**src/rtl/core/hpt_pkg.sv**
```systemverilog
// hpt_pkg: types, constants and tables shared by the homogeneous 2d point transform
// used by hpt_front, hpt_queue, hpt_back and homogeneous_2d_point_transform
`default_nettype none

package hpt_pkg;

  localparam int FracBits        = 16;
  localparam int AngFrac         = 24;
  localparam int GuardBits       = 8;
  localparam int GainFrac        = 30;
  localparam int CordicStagesDef = 16;
  localparam int QueueDepthDef   = 4;
  localparam int ZW              = 35;
  localparam int CW              = 50;

  localparam logic signed [ZW-1:0] AngFull    = 35'sd6039797760;
  localparam logic signed [ZW-1:0] AngHalf    = 35'sd3019898880;
  localparam logic signed [ZW-1:0] AngQuarter = 35'sd1509949440;

  typedef enum logic [1:0] {
    ModeMove   = 2'd0,
    ModeScale  = 2'd1,
    ModeMirror = 2'd2,
    ModeRotate = 2'd3
  } mode_e;

  typedef enum logic [2:0] {
    CfgMode   = 3'd0,
    CfgParamX = 3'd1,
    CfgParamY = 3'd2,
    CfgMirror = 3'd3,
    CfgAngle  = 3'd4
  } cfg_idx_e;

  typedef struct packed {
    logic signed [31:0] in_x;
    logic signed [31:0] in_y;
    logic signed [31:0] in_w;
  } hpt_in_t;

  typedef struct packed {
    logic signed [31:0] out_x;
    logic signed [31:0] out_y;
    logic signed [31:0] out_w;
    logic               overflow;
  } hpt_out_t;

  typedef struct packed {
    mode_e                op;
    logic signed [32:0]   mx;
    logic signed [32:0]   my;
    logic signed [31:0]   ax;
    logic signed [31:0]   bx;
    logic signed [31:0]   ay;
    logic signed [31:0]   by;
    logic signed [31:0]   w;
    logic signed [ZW-1:0] z;
    logic                 fold;
  } hpt_item_t;

  typedef struct packed {
    mode_e                op;
    logic signed [32:0]   mx;
    logic signed [32:0]   my;
    logic signed [63:0]   px;
    logic signed [63:0]   py;
    logic signed [31:0]   w;
    logic signed [ZW-1:0] z;
    logic                 fold;
  } hpt_mul_t;

  typedef struct packed {
    mode_e                op;
    logic signed [CW-1:0] cx;
    logic signed [CW-1:0] cy;
    logic signed [ZW-1:0] z;
    logic signed [31:0]   w;
  } hpt_stg_t;

  function automatic logic signed [ZW-1:0] atan_deg(input logic [4:0] i);
    logic signed [ZW-1:0] v;
    case (i)
      5'd0:    v = 35'sd754974720;
      5'd1:    v = 35'sd445687602;
      5'd2:    v = 35'sd235489088;
      5'd3:    v = 35'sd119537938;
      5'd4:    v = 35'sd60000934;
      5'd5:    v = 35'sd30029717;
      5'd6:    v = 35'sd15018523;
      5'd7:    v = 35'sd7509720;
      5'd8:    v = 35'sd3754917;
      5'd9:    v = 35'sd1877466;
      5'd10:   v = 35'sd938734;
      5'd11:   v = 35'sd469367;
      5'd12:   v = 35'sd234684;
      5'd13:   v = 35'sd117342;
      5'd14:   v = 35'sd58671;
      5'd15:   v = 35'sd29335;
      5'd16:   v = 35'sd14668;
      5'd17:   v = 35'sd7334;
      5'd18:   v = 35'sd3667;
      5'd19:   v = 35'sd1833;
      5'd20:   v = 35'sd917;
      5'd21:   v = 35'sd458;
      5'd22:   v = 35'sd229;
      5'd23:   v = 35'sd115;
      default: v = '0;
    endcase
    return v;
  endfunction

  function automatic logic signed [31:0] cordic_gain(input int n);
    logic signed [31:0] k;
    case (n)
      8:       k = 32'sd652039507;
      9:       k = 32'sd652034532;
      10:      k = 32'sd652033289;
      11:      k = 32'sd652032978;
      12:      k = 32'sd652032900;
      13:      k = 32'sd652032881;
      14:      k = 32'sd652032876;
      default: k = 32'sd652032874;
    endcase
    return k;
  endfunction

endpackage

`default_nettype wire

```
**src/rtl/core/hpt_front.sv**
```systemverilog
// hpt_front: configuration registers, input beat capture and per-mode operand selection
// depends on hpt_pkg
`default_nettype none

module hpt_front #(
  parameter int NSTG = hpt_pkg::CordicStagesDef
) (
  input  wire                 clk_i,
  input  wire                 rst_ni,
  input  wire                 cfg_valid_i,
  output logic                cfg_ready_o,
  input  wire  [2:0]          cfg_index_i,
  input  wire  [31:0]         cfg_data_i,
  input  wire                 in_valid_i,
  output logic                in_ready_o,
  input  hpt_pkg::hpt_in_t    in_data_i,
  output logic                item_valid_o,
  input  wire                 item_ready_i,
  output hpt_pkg::hpt_item_t  item_o
);
  import hpt_pkg::*;

  mode_e              mode_q;
  logic signed [31:0] px_q, py_q;
  logic               mir_q;
  logic signed [25:0] ang_q;

  logic                 vld_q;
  hpt_item_t            item_q, item_d;
  logic signed [ZW-1:0] za, zr;

  assign cfg_ready_o = 1'b1;

  always_ff @(posedge clk_i or negedge rst_ni) begin
    if (!rst_ni) begin
      mode_q <= ModeMove;
      px_q   <= '0;
      py_q   <= '0;
      mir_q  <= 1'b0;
      ang_q  <= '0;
    end else if (cfg_valid_i) begin
      case (cfg_idx_e'(cfg_index_i))
        CfgMode:   mode_q <= mode_e'(cfg_data_i[1:0]);
        CfgParamX: px_q   <= $signed(cfg_data_i);
        CfgParamY: py_q   <= $signed(cfg_data_i);
        CfgMirror: mir_q  <= cfg_data_i[0];
        CfgAngle:  ang_q  <= $signed(cfg_data_i[25:0]);
        default: ;
      endcase
    end
  end

  always_comb begin
    za = ZW'(ang_q) <<< (AngFrac - FracBits);
    if (za >= AngHalf) begin
      zr = za - AngFull;
    end else if (za < -AngHalf) begin
      zr = za + AngFull;
    end else begin
      zr = za;
    end
    item_d      = '0;
    item_d.op   = mode_q;
    item_d.w    = in_data_i.in_w;
    item_d.mx   = 33'(in_data_i.in_x);
    item_d.my   = 33'(in_data_i.in_y);
    item_d.z    = zr;
    if (zr > AngQuarter) begin
      item_d.z    = zr - AngHalf;
      item_d.fold = 1'b1;
    end else if (zr < -AngQuarter) begin
      item_d.z    = zr + AngHalf;
      item_d.fold = 1'b1;
    end
    case (mode_q)
      ModeMove: begin
        item_d.ax = in_data_i.in_w;
        item_d.bx = px_q;
        item_d.ay = in_data_i.in_w;
        item_d.by = py_q;
      end
      ModeScale: begin
        item_d.ax = in_data_i.in_x;
        item_d.bx = px_q;
        item_d.ay = in_data_i.in_y;
        item_d.by = py_q;
      end
      ModeMirror: begin
        if (mir_q) begin
          item_d.mx = -33'(in_data_i.in_x);
        end else begin
          item_d.my = -33'(in_data_i.in_y);
        end
      end
      ModeRotate: begin
        item_d.ax = in_data_i.in_x;
        item_d.bx = cordic_gain(NSTG);
        item_d.ay = in_data_i.in_y;
        item_d.by = cordic_gain(NSTG);
      end
      default: ;
    endcase
  end

  assign in_ready_o   = !vld_q || item_ready_i;
  assign item_valid_o = vld_q;
  assign item_o       = item_q;

  always_ff @(posedge clk_i or negedge rst_ni) begin
    if (!rst_ni) begin
      vld_q <= 1'b0;
    end else if (in_valid_i && in_ready_o) begin
      vld_q <= 1'b1;
    end else if (item_ready_i) begin
      vld_q <= 1'b0;
    end
  end

  always_ff @(posedge clk_i) begin
    if (in_valid_i && in_ready_o) begin
      item_q <= item_d;
    end
  end

endmodule

`default_nettype wire

```
**config.mk**
```make
export PLATFORM = sky130hd
export DESIGN_NAME = hpt_front
export DESIGN_NICKNAME = d
export VERILOG_FILES = /design/src/rtl/core/hpt_pkg.sv /design/src/rtl/core/hpt_front.sv
export SDC_FILE = /design/constraint.sdc
export NUM_CORES = 1
export LEC_CHECK = 0
export ABC_AREA = 1
export BUFFER_PORTS_ARGS = -buffer_cell sky130_fd_sc_hd__buf_2
export CORE_ASPECT_RATIO = 0.9
export CORE_MARGIN = 3
export CORE_UTILIZATION = 53
export CTS_CLUSTER_DIAMETER = 30
export DETAILED_ROUTE_END_ITERATION = 10
export PLACE_DENSITY = 0.8
export SYNTH_ARGS = -nofsm -noshare
export SYNTH_HDL_FRONTEND = slang
export SYNTH_SLANG_ARGS = --single-unit
```
**constraint.sdc**
```tcl
create_clock -name clk_i -period 15.65 [get_ports clk_i]
set_input_delay 1.565 -clock clk_i [delete_from_list [all_inputs] [get_ports clk_i]]
set_output_delay 1.565 -clock clk_i [all_outputs]
set_load 0.005 [all_outputs]
```
==> out/qor.yml <==
cts:
  clock_tree.buffer_depth: 3
  clock_tree.root_cell: "clkbuf_16"
  clk_pin_slew_ns: 0.05
  post_cts_buffers: 0
  cts.sinks: 350
  cts_hold_buf: 0
  postCtsResizedCells: 0
  h_tree_lvl_count: 3
  clock_insertion_delay_worst_skew_ns: 0.56
  cts_tree: "built"
  inserted_clock_buffers: 70
global_route:
  antenna_found_initial: 7
  grt_pass1_wl_mm: 65.78
  grt_remaining_overflow: 0
  groute.usage.overall: 0.2772
  first_global_vias: 11664
  pin_count_of_the_biggest_net_entering_global_routing: 177
synthesis:
  postSynthRegisterBits: 350
  post-synth-top-count-cell: "edfxtp_1"
  avgSynthCellArea_sq_um: 10.76
  netlist_area_sq_um: 15010
  synth_flop_cell: "edfxtp_1"
  synth_enable_flop_cells: 256
  yosys.cell_types.count: 48
  async_reset_ff_frac: 0.2686
  synth_seq_area_share: 0.6691
  cell_count_after_synthesis: 1394
  synthTopCellsByCount: "edfxtp_1, nand2_1, inv_1, nor2_1, o21ai_0"
  synth-warning-count: 0
  synthTopCellsByArea: "edfxtp_1, dfrtp_1, nand2_1, inv_1, o21ai_0"
  yosysTopAreaCellShare: 0.5123
  synth.largest_area_cell: "edfxtp_1"
placement:
  numPortBuffers: 393
  routabilityCongestion: 0.9425
  dpl_cell_area_sq_um: 17260
  dpl.hpwl_mm: 29.80
worst_setup_path:
  end_kind: "output port"
  critPathRequiredTime_ns: 14.09
  cp.depth: 4
  cell_chain_critical_path: "buf_2 > inv_1 > nand2_1 > buf_2"
  cpMostUsedCell: "buf_2"
  largest_stage_delay_on_the_critical_path_ns: 0.13
  slowest_stage: "buf_2"
  timing.critical_path.from_type: "input pin"
  cp_data_arrival_time_ns: 1.97
  rr_worst_depth: 10
  number_of_buffer_and_inverter_stages_on_the_critical_path: 3
  criticalPathCategory: "in -> out"
  crit_fanout: 2
  path_delay_family: "buffers and inverters"
drt:
  num_vias: 12093
  drt_first_iter_violations: 1123
  drt-wirelength-per-cell_um: 19.48
  detail_route.drc_violations: 0
  number_of_nets_still_failing_antenna_checks_after_routing: 0
  wirelength_mm: 43.39
  viasPerCell: 5.430
  total_iterations_of_the_first_detailed_routing_run: 6
timing:
  finalSetupViolCount: 0
  setup_total_negative_slack_ns: 0
  setup_repair_after_global_routing_missed_its_margin: "false"
  max_slew_violations: 0
  finalCritPeriodShare: 0.2257
  achievable-frequency_mhz: 283.1
  finalClockSkew_ns: 0.03303
  tightestPinTransition_ns: 1.180
  worst_slew_margin_rel: 0.2103
  finalHoldViolations: 0
  fin_crit_ns: 3.533
pwr:
  power.density_nw_per_um2: 166.5
  vdd_ir_drop_max_uv: 137.7
  static-leakage-power_nw: 9.150
die:
  std_cell_rows: 57
  boundaryPins: 403
  core-area_sq_um: 27460
  die_y_um: 165.6
  fp.dieW_um: 183.4
  area_enclosed_by_the_die_boundary_sq_um: 30370
  initial_utilization: 0.5465
final_layout:
  finish.net_count: 1956
  final_area_sq_um: 19670
  post_route_cells_drive_above_1_share: 0.3052
  synthToLayoutAreaGrowth_pct: 31.09
job:
  cap_viol_max_count: 0
min_path:
  worst_hold_path_type: "reg -> reg"
  min_delay_path_depth: 0
status:
  status: "finished, final reports clean"
[flip-flops by register name (all words and copies together) (netlist names)]
register      count
item_valid_o      1
item_o          256
px_q             32
py_q             32
ang_q            26
mir_q             1
mode_q            2
[power breakdown]
group	total, mW	internal (mW)	switching [mW]	leakage (nW)
logic	0.538	0.193	0.345	4.34
clock network	1.50	0.979	0.517	1.16
registers	1.24	1.17	0.0693	3.65
total	3.28	2.34	0.931	9.15
[stage by stage]
stage | instances | hold slack [ns] | utilization | power (mW) | setup slack [ns]
after floorplan | 1401 | 0.4196 | - | 1.589 | 0.8098
after global placement | 2096 | 0.4555 | 0.6287 | 1.763 | 11.73
after detailed placement | 2096 | 0.4613 | 0.6287 | 1.781 | 11.68
after CTS | 2225 | 0.4733 | 0.7162 | 3.289 | 12.12
after global routing | 2226 | 0.4908 | 0.7163 | 3.418 | 12.02
final | 2227 | 0.4718 | 0.7164 | 3.276 | 12.12
[final cells by class]
type                            count  area, sq um
Sequential cell                   350        10040
Fill cell                        1923         7786
Multi-Input combinational cell    781         3946
Timing Repair Buffer              401         2042
Clock buffer                       79         1838
Inverter                          210        790.8
Clock inverter                     50        565.5
Tap cell                          354        442.9
Antenna cell                        2        5.005
[cell usage in the layout, fill, tap and decap left out, types with 49 or more instances in the layout]
cell	n
xor2_1	61
edfxtp_1	256
inv_1	195
clkbuf_16	72
o21ai_0	124
dfrtp_1	93
buf_2	392
nor2_1	159
nand2_1	235
o22ai_1	49
[cells by family after synthesis]
kind of cell | Yosys count | synth area share
AO/OA/AOI/OAI | 208 | 0.07721
XOR/XNOR | 63 | 0.03727
adder cells (fa/ha/maj) | 6 | 0.005003
buffers and inverters | 270 | 0.07179
flip-flops | 350 | 0.6691
other | 2 | 0.0005005
AND/OR/NAND/NOR | 495 | 0.1392
[path summary, 6_finish.rpt]
path                         startpoint           to  slack, ns
min in group asynchronous        rst_ni     px_q[18]       0.97
max in group asynchronous        rst_ni    mode_q[1]      13.48
hold reg to reg                ang_q[4]   item_o[13]       0.47
setup / recovery           item_ready_i   in_ready_o      12.12
hold / removal                 ang_q[4]   item_o[13]       0.47
setup reg to reg              mode_q[0]  item_o[225]      12.33
[metal layers]
metal  global-route usage  share of wire
met2               0.4553           0.49
met1               0.3555           0.37
met4               0.1199          0.039
met5                    0         0.0021
met3              0.06425          0.098
(Power assumes the default switching activity.)
