$ cat src/rtl/core/hpt_pkg.sv
// hpt_pkg: types, constants and tables shared by the homogeneous 2d point transform
// used by hpt_front, hpt_queue, hpt_back and homogeneous_2d_point_transform
`default_nettype none

package hpt_pkg;

  localparam int FracBits        = 16;
  localparam int AngFrac         = 24;
  localparam int GuardBits       = 8;
  localparam int GainFrac        = 30;
  localparam int CordicStagesDef = 16;
  localparam int QueueDepthDef   = 4;
  localparam int ZW              = 35;
  localparam int CW              = 50;

  localparam logic signed [ZW-1:0] AngFull    = 35'sd6039797760;
  localparam logic signed [ZW-1:0] AngHalf    = 35'sd3019898880;
  localparam logic signed [ZW-1:0] AngQuarter = 35'sd1509949440;

  typedef enum logic [1:0] {
    ModeMove   = 2'd0,
    ModeScale  = 2'd1,
    ModeMirror = 2'd2,
    ModeRotate = 2'd3
  } mode_e;

  typedef enum logic [2:0] {
    CfgMode   = 3'd0,
    CfgParamX = 3'd1,
    CfgParamY = 3'd2,
    CfgMirror = 3'd3,
    CfgAngle  = 3'd4
  } cfg_idx_e;

  typedef struct packed {
    logic signed [31:0] in_x;
    logic signed [31:0] in_y;
    logic signed [31:0] in_w;
  } hpt_in_t;

  typedef struct packed {
    logic signed [31:0] out_x;
    logic signed [31:0] out_y;
    logic signed [31:0] out_w;
    logic               overflow;
  } hpt_out_t;

  typedef struct packed {
    mode_e                op;
    logic signed [32:0]   mx;
    logic signed [32:0]   my;
    logic signed [31:0]   ax;
    logic signed [31:0]   bx;
    logic signed [31:0]   ay;
    logic signed [31:0]   by;
    logic signed [31:0]   w;
    logic signed [ZW-1:0] z;
    logic                 fold;
  } hpt_item_t;

  typedef struct packed {
    mode_e                op;
    logic signed [32:0]   mx;
    logic signed [32:0]   my;
    logic signed [63:0]   px;
    logic signed [63:0]   py;
    logic signed [31:0]   w;
    logic signed [ZW-1:0] z;
    logic                 fold;
  } hpt_mul_t;

  typedef struct packed {
    mode_e                op;
    logic signed [CW-1:0] cx;
    logic signed [CW-1:0] cy;
    logic signed [ZW-1:0] z;
    logic signed [31:0]   w;
  } hpt_stg_t;

  function automatic logic signed [ZW-1:0] atan_deg(input logic [4:0] i);
    logic signed [ZW-1:0] v;
    case (i)
      5'd0:    v = 35'sd754974720;
      5'd1:    v = 35'sd445687602;
      5'd2:    v = 35'sd235489088;
      5'd3:    v = 35'sd119537938;
      5'd4:    v = 35'sd60000934;
      5'd5:    v = 35'sd30029717;
      5'd6:    v = 35'sd15018523;
      5'd7:    v = 35'sd7509720;
      5'd8:    v = 35'sd3754917;
      5'd9:    v = 35'sd1877466;
      5'd10:   v = 35'sd938734;
      5'd11:   v = 35'sd469367;
      5'd12:   v = 35'sd234684;
      5'd13:   v = 35'sd117342;
      5'd14:   v = 35'sd58671;
      5'd15:   v = 35'sd29335;
      5'd16:   v = 35'sd14668;
      5'd17:   v = 35'sd7334;
      5'd18:   v = 35'sd3667;
      5'd19:   v = 35'sd1833;
      5'd20:   v = 35'sd917;
      5'd21:   v = 35'sd458;
      5'd22:   v = 35'sd229;
      5'd23:   v = 35'sd115;
      default: v = '0;
    endcase
    return v;
  endfunction

  function automatic logic signed [31:0] cordic_gain(input int n);
    logic signed [31:0] k;
    case (n)
      8:       k = 32'sd652039507;
      9:       k = 32'sd652034532;
      10:      k = 32'sd652033289;
      11:      k = 32'sd652032978;
      12:      k = 32'sd652032900;
      13:      k = 32'sd652032881;
      14:      k = 32'sd652032876;
      default: k = 32'sd652032874;
    endcase
    return k;
  endfunction

endpackage

`default_nettype wire

$ cat src/rtl/core/hpt_queue.sv
// hpt_queue: short item queue between front and back
// depends on hpt_pkg
`default_nettype none

module hpt_queue #(
  parameter int DEPTH = hpt_pkg::QueueDepthDef
) (
  input  wire                 clk_i,
  input  wire                 rst_ni,
  input  wire                 push_valid_i,
  output logic                push_ready_o,
  input  hpt_pkg::hpt_item_t  push_data_i,
  output logic                pop_valid_o,
  input  wire                 pop_ready_i,
  output hpt_pkg::hpt_item_t  pop_data_o
);
  import hpt_pkg::*;

  localparam int PW = (DEPTH > 1) ? $clog2(DEPTH) : 1;
  localparam int NW = $clog2(DEPTH + 1);

  hpt_item_t       mem_q [DEPTH];
  logic [PW-1:0]   wr_q, rd_q;
  logic [NW-1:0]   cnt_q;
  logic            push, pop;

  assign push_ready_o = (cnt_q != NW'(DEPTH));
  assign pop_valid_o  = (cnt_q != '0);
  assign pop_data_o   = mem_q[rd_q];
  assign push         = push_valid_i && push_ready_o;
  assign pop          = pop_valid_o && pop_ready_i;

  always_ff @(posedge clk_i or negedge rst_ni) begin
    if (!rst_ni) begin
      wr_q  <= '0;
      rd_q  <= '0;
      cnt_q <= '0;
    end else begin
      if (push) begin
        wr_q <= (wr_q == PW'(DEPTH - 1)) ? '0 : wr_q + 1'b1;
      end
      if (pop) begin
        rd_q <= (rd_q == PW'(DEPTH - 1)) ? '0 : rd_q + 1'b1;
      end
      if (push && !pop) begin
        cnt_q <= cnt_q + 1'b1;
      end else if (pop && !push) begin
        cnt_q <= cnt_q - 1'b1;
      end
    end
  end

  always_ff @(posedge clk_i) begin
    if (push) begin
      mem_q[wr_q] <= push_data_i;
    end
  end

endmodule

`default_nettype wire

$ cat config.mk
export PLATFORM = sky130hd
export DESIGN_NAME = hpt_queue
export DESIGN_NICKNAME = d
export VERILOG_FILES = /design/src/rtl/core/hpt_pkg.sv /design/src/rtl/core/hpt_queue.sv
export SDC_FILE = /design/constraint.sdc
export NUM_CORES = 1
export LEC_CHECK = 0
export ABC_AREA = 1
export BUFFER_PORTS_ARGS = -buffer_cell sky130_fd_sc_hd__clkbuf_2
export CORE_AREA = 2 2 313 315
export CTS_CLUSTER_SIZE = 14
export DETAILED_ROUTE_END_ITERATION = 7
export DIE_AREA = 0 0 315 317
export GPL_TIMING_DRIVEN = 0
export HOLD_SLACK_MARGIN = 0.03
export PLACE_DENSITY = 0.74
export SKIP_LAST_GASP = 1
export SLEW_MARGIN = 10
export SYNTH_ARGS = -nofsm -noshare
export SYNTH_HDL_FRONTEND = slang
export SYNTH_SLANG_ARGS = --single-unit
$ cat constraint.sdc
create_clock -name clk_i -period 14.6 [get_ports clk_i]
set_clock_uncertainty 0.05 [all_clocks]
set_input_delay 2.19 -clock clk_i [delete_from_list [all_inputs] [get_ports clk_i]]
set_output_delay 2.19 -clock clk_i [all_outputs]
set_load 0.01 [all_outputs]
==> impl_summary.md, run 1 <==
Run status
The flow ran to the end, and the final reports show no timing, DRC or antenna violations.

Drt
Detailed routing placed a total of approximately 9.2 mm of wire on met3. After detailed routing, the average wire length per cell comes to roughly 21 um. The overall routed net length is ~110 mm. In the routed design, unresolved DRC markers number 0.

Detailed routing inserted a total of about 27000 vias. The number of detailed-route iterations in the first pass is 7. Once detail routing completed, the nets flagged for antenna violations numbered 0.

The highest layer touched by signal routing is met5. Using the TritonRoute via totals, the vias-per-cell ratio works out to 5.11. The length of routed wiring on met1 is between 40 and 50 mm.

The total met2 wirelength after detailed routing is roughly 55 mm. The detailed router finished its first iteration with between 2000 and 2500 violations.

Timing
For the final routed database, the setup TNS stands at 0 ns. Across all hold checks on the routed design, the worst slack comes to 0.470 ns. In the finished design, the share of the clock period the worst path needs comes to 35.9%. The final setup violation count is 0. The final hold violation count is 0. The worst path in the final design needs a cycle of approximately 5.2 ns, including I/O delays and setup. Setup repair after global routing left no endpoint under its margin. The highest clock frequency the design can meet is 191 MHz.

The worst pin sits at a relative slew slack of between 20% and 30%. The slew at the pin closest to its max-slew limit is 1.08 ns. The final max-slew violation count is 0.

Die
The count of boundary I/O pins is 534. The initial utilization of the core area, before any placement, comes to between 40% and 50%. Measured along the x axis, the die boundary spans 315 um.

The die boundary height is between 300 and 400 um. The die footprint is around 100000 um^2. Row generation in the floorplan step produced around 110 rows. The floorplan core area is about 96000 um^2.

Critical path
The biggest fanout along the worst timing path is 10. On the worst path, the slowest cell contributes a delay of about 0.84 ns. Walking the worst path, the cells encountered are buf_2 -> clkbuf_1 -> buf_2 -> o211ai_1 -> nand2_1 -> clkbuf_2. The number of buffers and inverters on the critical path is 4. The endpoint required time on the critical path is 12.36 ns.

The kind of capture point of the worst setup path is an output port. The cell family contributing the most delay on the critical path is buffers and inverters. The highest-delay cell along the critical path is clkbuf_1. By startpoint and endpoint, the worst setup path is classified as flip-flop to output port.

The cell repeated most along the worst path is buf_2. STA puts the critical path data arrival time at 3.00 ns. STA classifies the critical path startpoint as a flip-flop.

Clock tree
Clock tree synthesis found a total of ~1100 sinks. The hold buffer count at cts is 0. The total CTS buffers is about 110.

The count of buffers added by post-CTS timing repair for setup is 0. The clock network latency to the later pin of the worst-skew pair is between 0.6 and 0.7 ns. In this run, post-CTS repair resized a total of 0 instances. Clock tree synthesis selected as its root buffer the cell clkbuf_16.

The CTS tree is done. No sink is reached through more buffers than the 3 on the longest clock path. The H-tree level count is 3. After clock tree synthesis, the clock-pin slew on the worst setup and hold paths is 0.06 ns.

Logic synthesis
The synthesized design contains between 1000 and 1500 register bits. The total nets after synthesis is between 3000 and 4000. Among all flip-flop cells after synthesis, the most frequent one is edfxtp_1. The post-synthesis cell area is approximately 43000 um^2. The number of warnings issued by yosys is 0. The async set or reset register ratio after synthesis is less than 1%. The post-synthesis area per instance is around 14 um^2. Summed over all instances, the cell type with the most area after synthesis is edfxtp_1. The number of different library cells used by synthesis comes to 17.

Sorting the synthesized cells by area gives the leading types as edfxtp_1, o211ai_1, nand2_1, inv_1, o211ai_2. The synthesized instance count is between 3000 and 4000. The share of Yosys cell area claimed by the top area cell type is about three quarters. Yosys mapped a number of flops with a built-in enable equal to approximately 1100. The sequential fraction of the synthesis area is 74.2%.

Layout
The number of nets in the finished design is 4107. After filler insertion, the fill cell instance count of the layout stands at just under 8000. Leaving out fill and tap cells, the most frequent cell in the layout is edfxtp_1. The area added between synthesis and finish is 20.5%. The top cell types in the final layout, fill and taps aside, are edfxtp_1, nand2_1, inv_1. The fraction of final layout cells with drive strength greater than 1 is about 25%.

The final instance area is 51800 um^2.

GRT
The first-pass GRT wire length is 158 mm. Global routing used a little over a fifth of the available tracks across all layers. Entering global routing, the biggest net connects 26 pins. Global routing finished with a remaining overflow of 0. The number of global-route vias before repair is around 26000. The number of antenna violations at the first check in global routing is 24.

Placed design
The placed instances occupy a cell area of between 40000 and 50000 um^2. Once detailed placement completed, the half-perimeter wirelength came to between 70 and 80 mm. Routability-driven placement finished with a final weighted congestion of 0.799. The number of port buffers is about 530.

Min path
In this run the worst hold path is classified as flip-flop to flip-flop.

Power and ir drop
VDD sags by at most 0.000154 V. The leakage dissipation is between 0.02 and 0.025 uW. The power per cell area is 210 nW/um^2.

Flow run
The tool flagged a number of max-cap violations equal to 0.
[cells by family after synthesis]
| family | Yosys count | share of synthesized area, % |
|---|---|---|
| AO/OA/AOI/OAI | 529 | 10.5 |
| XOR/XNOR | 1 | 0.0204 |
| adder cells (fa/ha/maj) | 7 | 0.221 |
| buffers and inverters | 719 | 7.86 |
| flip-flops | 1063 | 74.2 |
| AND/OR/NAND/NOR | 821 | 7.20 |
[worst min-delay path: stages, from the launching register on]
cell and delay, ns:
dfrtp_1 0.38, nand2_1 0.06, nand2_1 0.05
[area by class of cell]
| cell class | count | area (um^2) | area share (%) |
|---|---|---|---|
| plain buffers | 177 | 1350 | 2.60 |
| flip-flops and latches | 1063 | 31900 | 61.6 |
| clock buffers | 129 | 2800 | 5.41 |
| well taps | 1276 | 1600 | 3.08 |
| diodes | 11 | 27.5 | 0.0531 |
| clock inverters | 61 | 529 | 1.02 |
| inverters | 542 | 2030 | 3.93 |
| repair buffers | 583 | 3820 | 7.37 |
| multi-input cells | 1358 | 7750 | 15.0 |
[sequential cells by signal, summed over array words and instances (netlist names)]
name / count
cnt_q: 3
mem_q: 1056
rd_q: 2
wr_q: 2
[stage by stage]
stage | setup WS, ns | power, uW | cells | utilization, %
floorplan | 0.381 | 6760 | 3140 | -
global placement | -8.92 | 8630 | 4949 | 49.1
detailed placement | 9.47 | 8380 | 4999 | 50.3
CTS | 9.24 | 11000 | 5189 | 53.8
global route | 9.08 | 11400 | 5199 | 53.8
finish | 9.36 | 10900 | 5200 | 53.8
[routing by layer]
metal	up-vias	GRT usage (%)
li1	12400	-
met1	13000	26.0
met2	891	36.0
met3	208	6.07
met4	20	7.11
met5	-	0
[report_power, final]
| group | internal [uW] | leakage [uW] | switching (uW) |
|---|---|---|---|
| clock network | 1500 | 0.00162 | 1120 |
| logic | 1420 | 0.00933 | 2730 |
| registers | 3990 | 0.00976 | 131 |
| total | 6920 | 0.0207 | 3980 |
[synthesized netlist by cell type, types with 7 or more instances]
master       n
edfxtp_1  1056
nand3_1      7
inv_1      542
buf_2       56
o211ai_2   111
dfrtp_1      7
buf_4       21
buf_6       71
clkbuf_1    29
nand2_1    807
o211ai_1   417
[worst paths after layout]
kind	slack [ns]	start	cells past startpoint	end
worst max-delay path	9.36	rd_q[1]	6	pop_data_o[23]
min in group asynchronous	1.30	rst_ni	1	rd_q[0]
worst max register to register	11.11	cnt_q[0]	10	mem_q[1][67]
max in group asynchronous	13.03	rst_ni	1	wr_q[0]
worst min register to register	0.47	cnt_q[2]	2	cnt_q[2]
worst min-delay path	0.47	cnt_q[2]	2	cnt_q[2]
(Power assumes the default switching activity.)
==> run 2: changes to the inputs <==
--- a/config.mk
+++ b/config.mk
@@ -13,7 +13,7 @@
 export DIE_AREA = 0 0 315 317
 export GPL_TIMING_DRIVEN = 0
 export HOLD_SLACK_MARGIN = 0.03
-export PLACE_DENSITY = 0.74
+export PLACE_DENSITY = 0.76
 export SKIP_LAST_GASP = 1
 export SLEW_MARGIN = 10
 export SYNTH_ARGS = -nofsm -noshare
==> constraint.sdc (replaced) <==
create_clock -name clk_i -period 4.29 [get_ports clk_i]
set_clock_uncertainty 0.05 [all_clocks]
set_input_delay 0.6435 -clock clk_i [delete_from_list [all_inputs] [get_ports clk_i]]
set_output_delay 0.6435 -clock clk_i [all_outputs]
set_load 0.01 [all_outputs]
==> impl_summary.md, run 2 (same netlist as run 1, synthesis figures left out) <==
Power and ir drop
IR analysis of the VDD net gives a maximum drop of around 0.00055 V. Cell internal power was estimated by the tool at 23700 uW. The clock share of power is ~25%. Power spread over the standard cell area amounts to just over 700 nW/um^2. The leakage dissipation is roughly 0.021 uW.

The sequential share of power is between 30 and 40%. The share of power burned in combinational logic is a little under two fifths. In this run switching power makes up 36.5% of total power. Summed over all nets, the switching power comes to 13600 uW.

Timing
The worst slack on hold paths is ~0.11 ns. Setup repair after global routing left no endpoint under its margin. The total negative slack is 0 ns.

Static timing analysis puts the maximum clock frequency at around 260 MHz. In the finished design, the share of the clock period the worst path needs comes to between 90% and 100%. The relative max-transition margin is 13.1%. The final max-slew violation count is 0. The slew at the pin closest to its max-slew limit is ~1.3 ns. Setup slack on the critical path of the routed design comes to roughly 0.40 ns.

The final critical delay including setup and external delays is ~4 ns. The final hold violation count was 0. The final setup violation count is 0.

GRT
The number of antenna violations at the first check in global routing is 23. The number of global-route vias before repair is roughly 26000. The residual overflow from global routing is 0. For this run, global-route usage on met1 was measured as between 20% and 30%. The global-route usage over all layers is between 20% and 30%. The first global-routing pass estimated about 160 mm of wire. The met3 track demand over resource is between 6 and 7%. In the global route stage, met2 resource usage came out at roughly 36%. After global routing, the most crowded layer is met2. Entering global routing, the biggest net connects 27 pins.

Layout
The register with the most flip-flops in the layout has about 1100 of them. More flip-flops sit in one register than any other, and that register is mem_q. The number of nets in the finished design is 4109.

The multi-input logic area is 7780 um^2. Registers take ~32000 um^2. The fraction of final layout cells with drive strength greater than 1 is roughly a quarter. After routing the design area is slightly above 50000 um^2. In the final layout, the registers with the most flip-flops are mem_q: 1056 flops, cnt_q: 3 flops. The library cell used most frequently in the layout, excluding fill and tap cells, is edfxtp_1. The count of fill cells added during filler insertion is between 7000 and 8000. The area added between synthesis and finish is 20.8%. In the layout the commonest cells are edfxtp_1, nand2_1, inv_1.

Clock tree
Clock tree synthesis inserted a total of about 110 buffers. The H-tree level count is 3. Post-CTS repair changed the size of 0 cells. The count of buffers added by post-CTS timing repair for setup is 0. The clock-pin transition on the worst setup and hold timing paths is 0.06 ns.

The clock network latency to the later pin of the worst-skew pair is roughly 0.68 ns. The cell sitting at the root of the clock tree is a clkbuf_16. Counting every sink on the clock net gives about 1100. The CTS tree is done. The clock passes through at most 3 buffers.

Die
The effective utilization at floorplan is 44.6%. The die footprint is between 90000 and 100000 um^2. The floorplan core area is 96300 um^2. From bottom edge to top edge, the die measures approximately 320 um. roughly 530 I/O pins were placed.

In this run the horizontal extent of the chip is between 300 and 400 um. The placement row count is around 110.

Drt
The detailed router finished its first iteration with between 2000 and 2500 violations. In the final routed layout, each cell accounts on average for roughly 21 um. The overall routed net length is 108 mm.

In the routed layout, each cell is associated on average with a via count of roughly 5.1. The number of detailed-route iterations in the first pass is 5. For this run, design rule violations remaining after detail routing come to 0. Detailed routing inserted a total of 26600 vias.

In this run the remaining antenna-violating nets after routing total 0.

Critical path
The startpoint type of the worst setup path is a flip-flop. The stage delay of the slowest cell on the critical path is 0.99 ns. The critical path class is flip-flop to output port. The endpoint required time on the critical path is roughly 3.6 ns. The highest-delay cell along the critical path is clkbuf_1.

STA puts the critical path data arrival time at between 3 and 4 ns. The cell repeated most along the worst path is buf_2. In this run the worst path has a maximum fanout of 10. The kind of capture point of the worst setup path is an output port. Walking the worst path, the cells encountered are buf_2 -> clkbuf_1 -> buf_2 -> o211ai_1 -> nand2_1 -> clkbuf_2.

Placed design
The worst setup timing slack at the placement stage is roughly 1.1 ns. The routability congestion estimate from global placement is between 0.7 and 0.8. Port buffering added 533 buffers. The cell area after placement is just under 50000 um^2. The detailed placer's ending HPWL is around 74 mm.

Min path
The path class of the tightest hold or removal check is input pin to flip-flop.

Run status
The run finished with clean final reports.

Flow run
Max-cap violations in this run came to 0.
==> run 2: worst paths after layout <==
kind	from	endpoint	slack, ns	depth (start not counted)
max reg2reg	cnt_q[0]	mem_q[1][103]	1.25	10
max in group asynchronous	rst_ni	rd_q[1]	3.72	2
min in group asynchronous	rst_ni	wr_q[0]	0.28	2
min	push_data_i[73]	mem_q[0][73]	0.11	1
min reg2reg	wr_q[1]	wr_q[1]	0.49	2
max	rd_q[1]	pop_data_o[6]	0.40	6
==> run 2: repair_timing <==
action,4_1_cts,5_1_grt
hold buffers,1,0
hold endpoints to repair,7,0
endpoints found under the setup margin,0,0
==> run 2: worst max-delay path: cells and delay by family (launching register included) <==
kind	cells	cell delay (ns)
flip-flops	1	0.34
AND/OR/NAND/NOR	1	0.17
AO/OA/AOI/OAI	1	0.14
buffers and inverters	4	1.85
==> run 2: cell type report <==
type                       count  share of cell area [%]
sequential                  1063                    61.4
multi-input combinational   1358                    15.0
timing repair buffer         583                    7.23
clock buffer                 128                    5.51
inverter                     542                    3.92
tap                         1276                    3.07
buffer                       177                    2.59
clock inverter                74                    1.24
antenna                       13                  0.0626
==> run 2: per-layer routing <==
layer  part of all wire, %  routed length (um)
met5                  0.12                 129
met4                   3.5                3800
met3                   8.7                9450
met2                    50               54100
met1                    38               40600
==> run 2: power groups by stage <==
| stage | clock network (uW) | logic, uW | registers (uW) |
|---|---|---|---|
| 2_1_floorplan | 0 | 7950 | 14400 |
| 3_3_place_gp | 0 | 13400 | 14700 |
| 3_5_place_dp | 0 | 14300 | 14200 |
| 4_1_cts | 9320 | 14400 | 14000 |
| 5_1_grt | 9760 | 15300 | 14200 |
| 6_report | 9180 | 14100 | 14000 |
==> run 2: metrics by stage <==
stage                     util (%)  power [uW]  std cells
final                         53.9       37400       5214
after global routing          53.9       39300       5211
after CTS                     53.9       37700       5201
after detailed placement      50.3       28600       4998
after global placement        49.1       28200       4949
after floorplan                  -       22400       3140
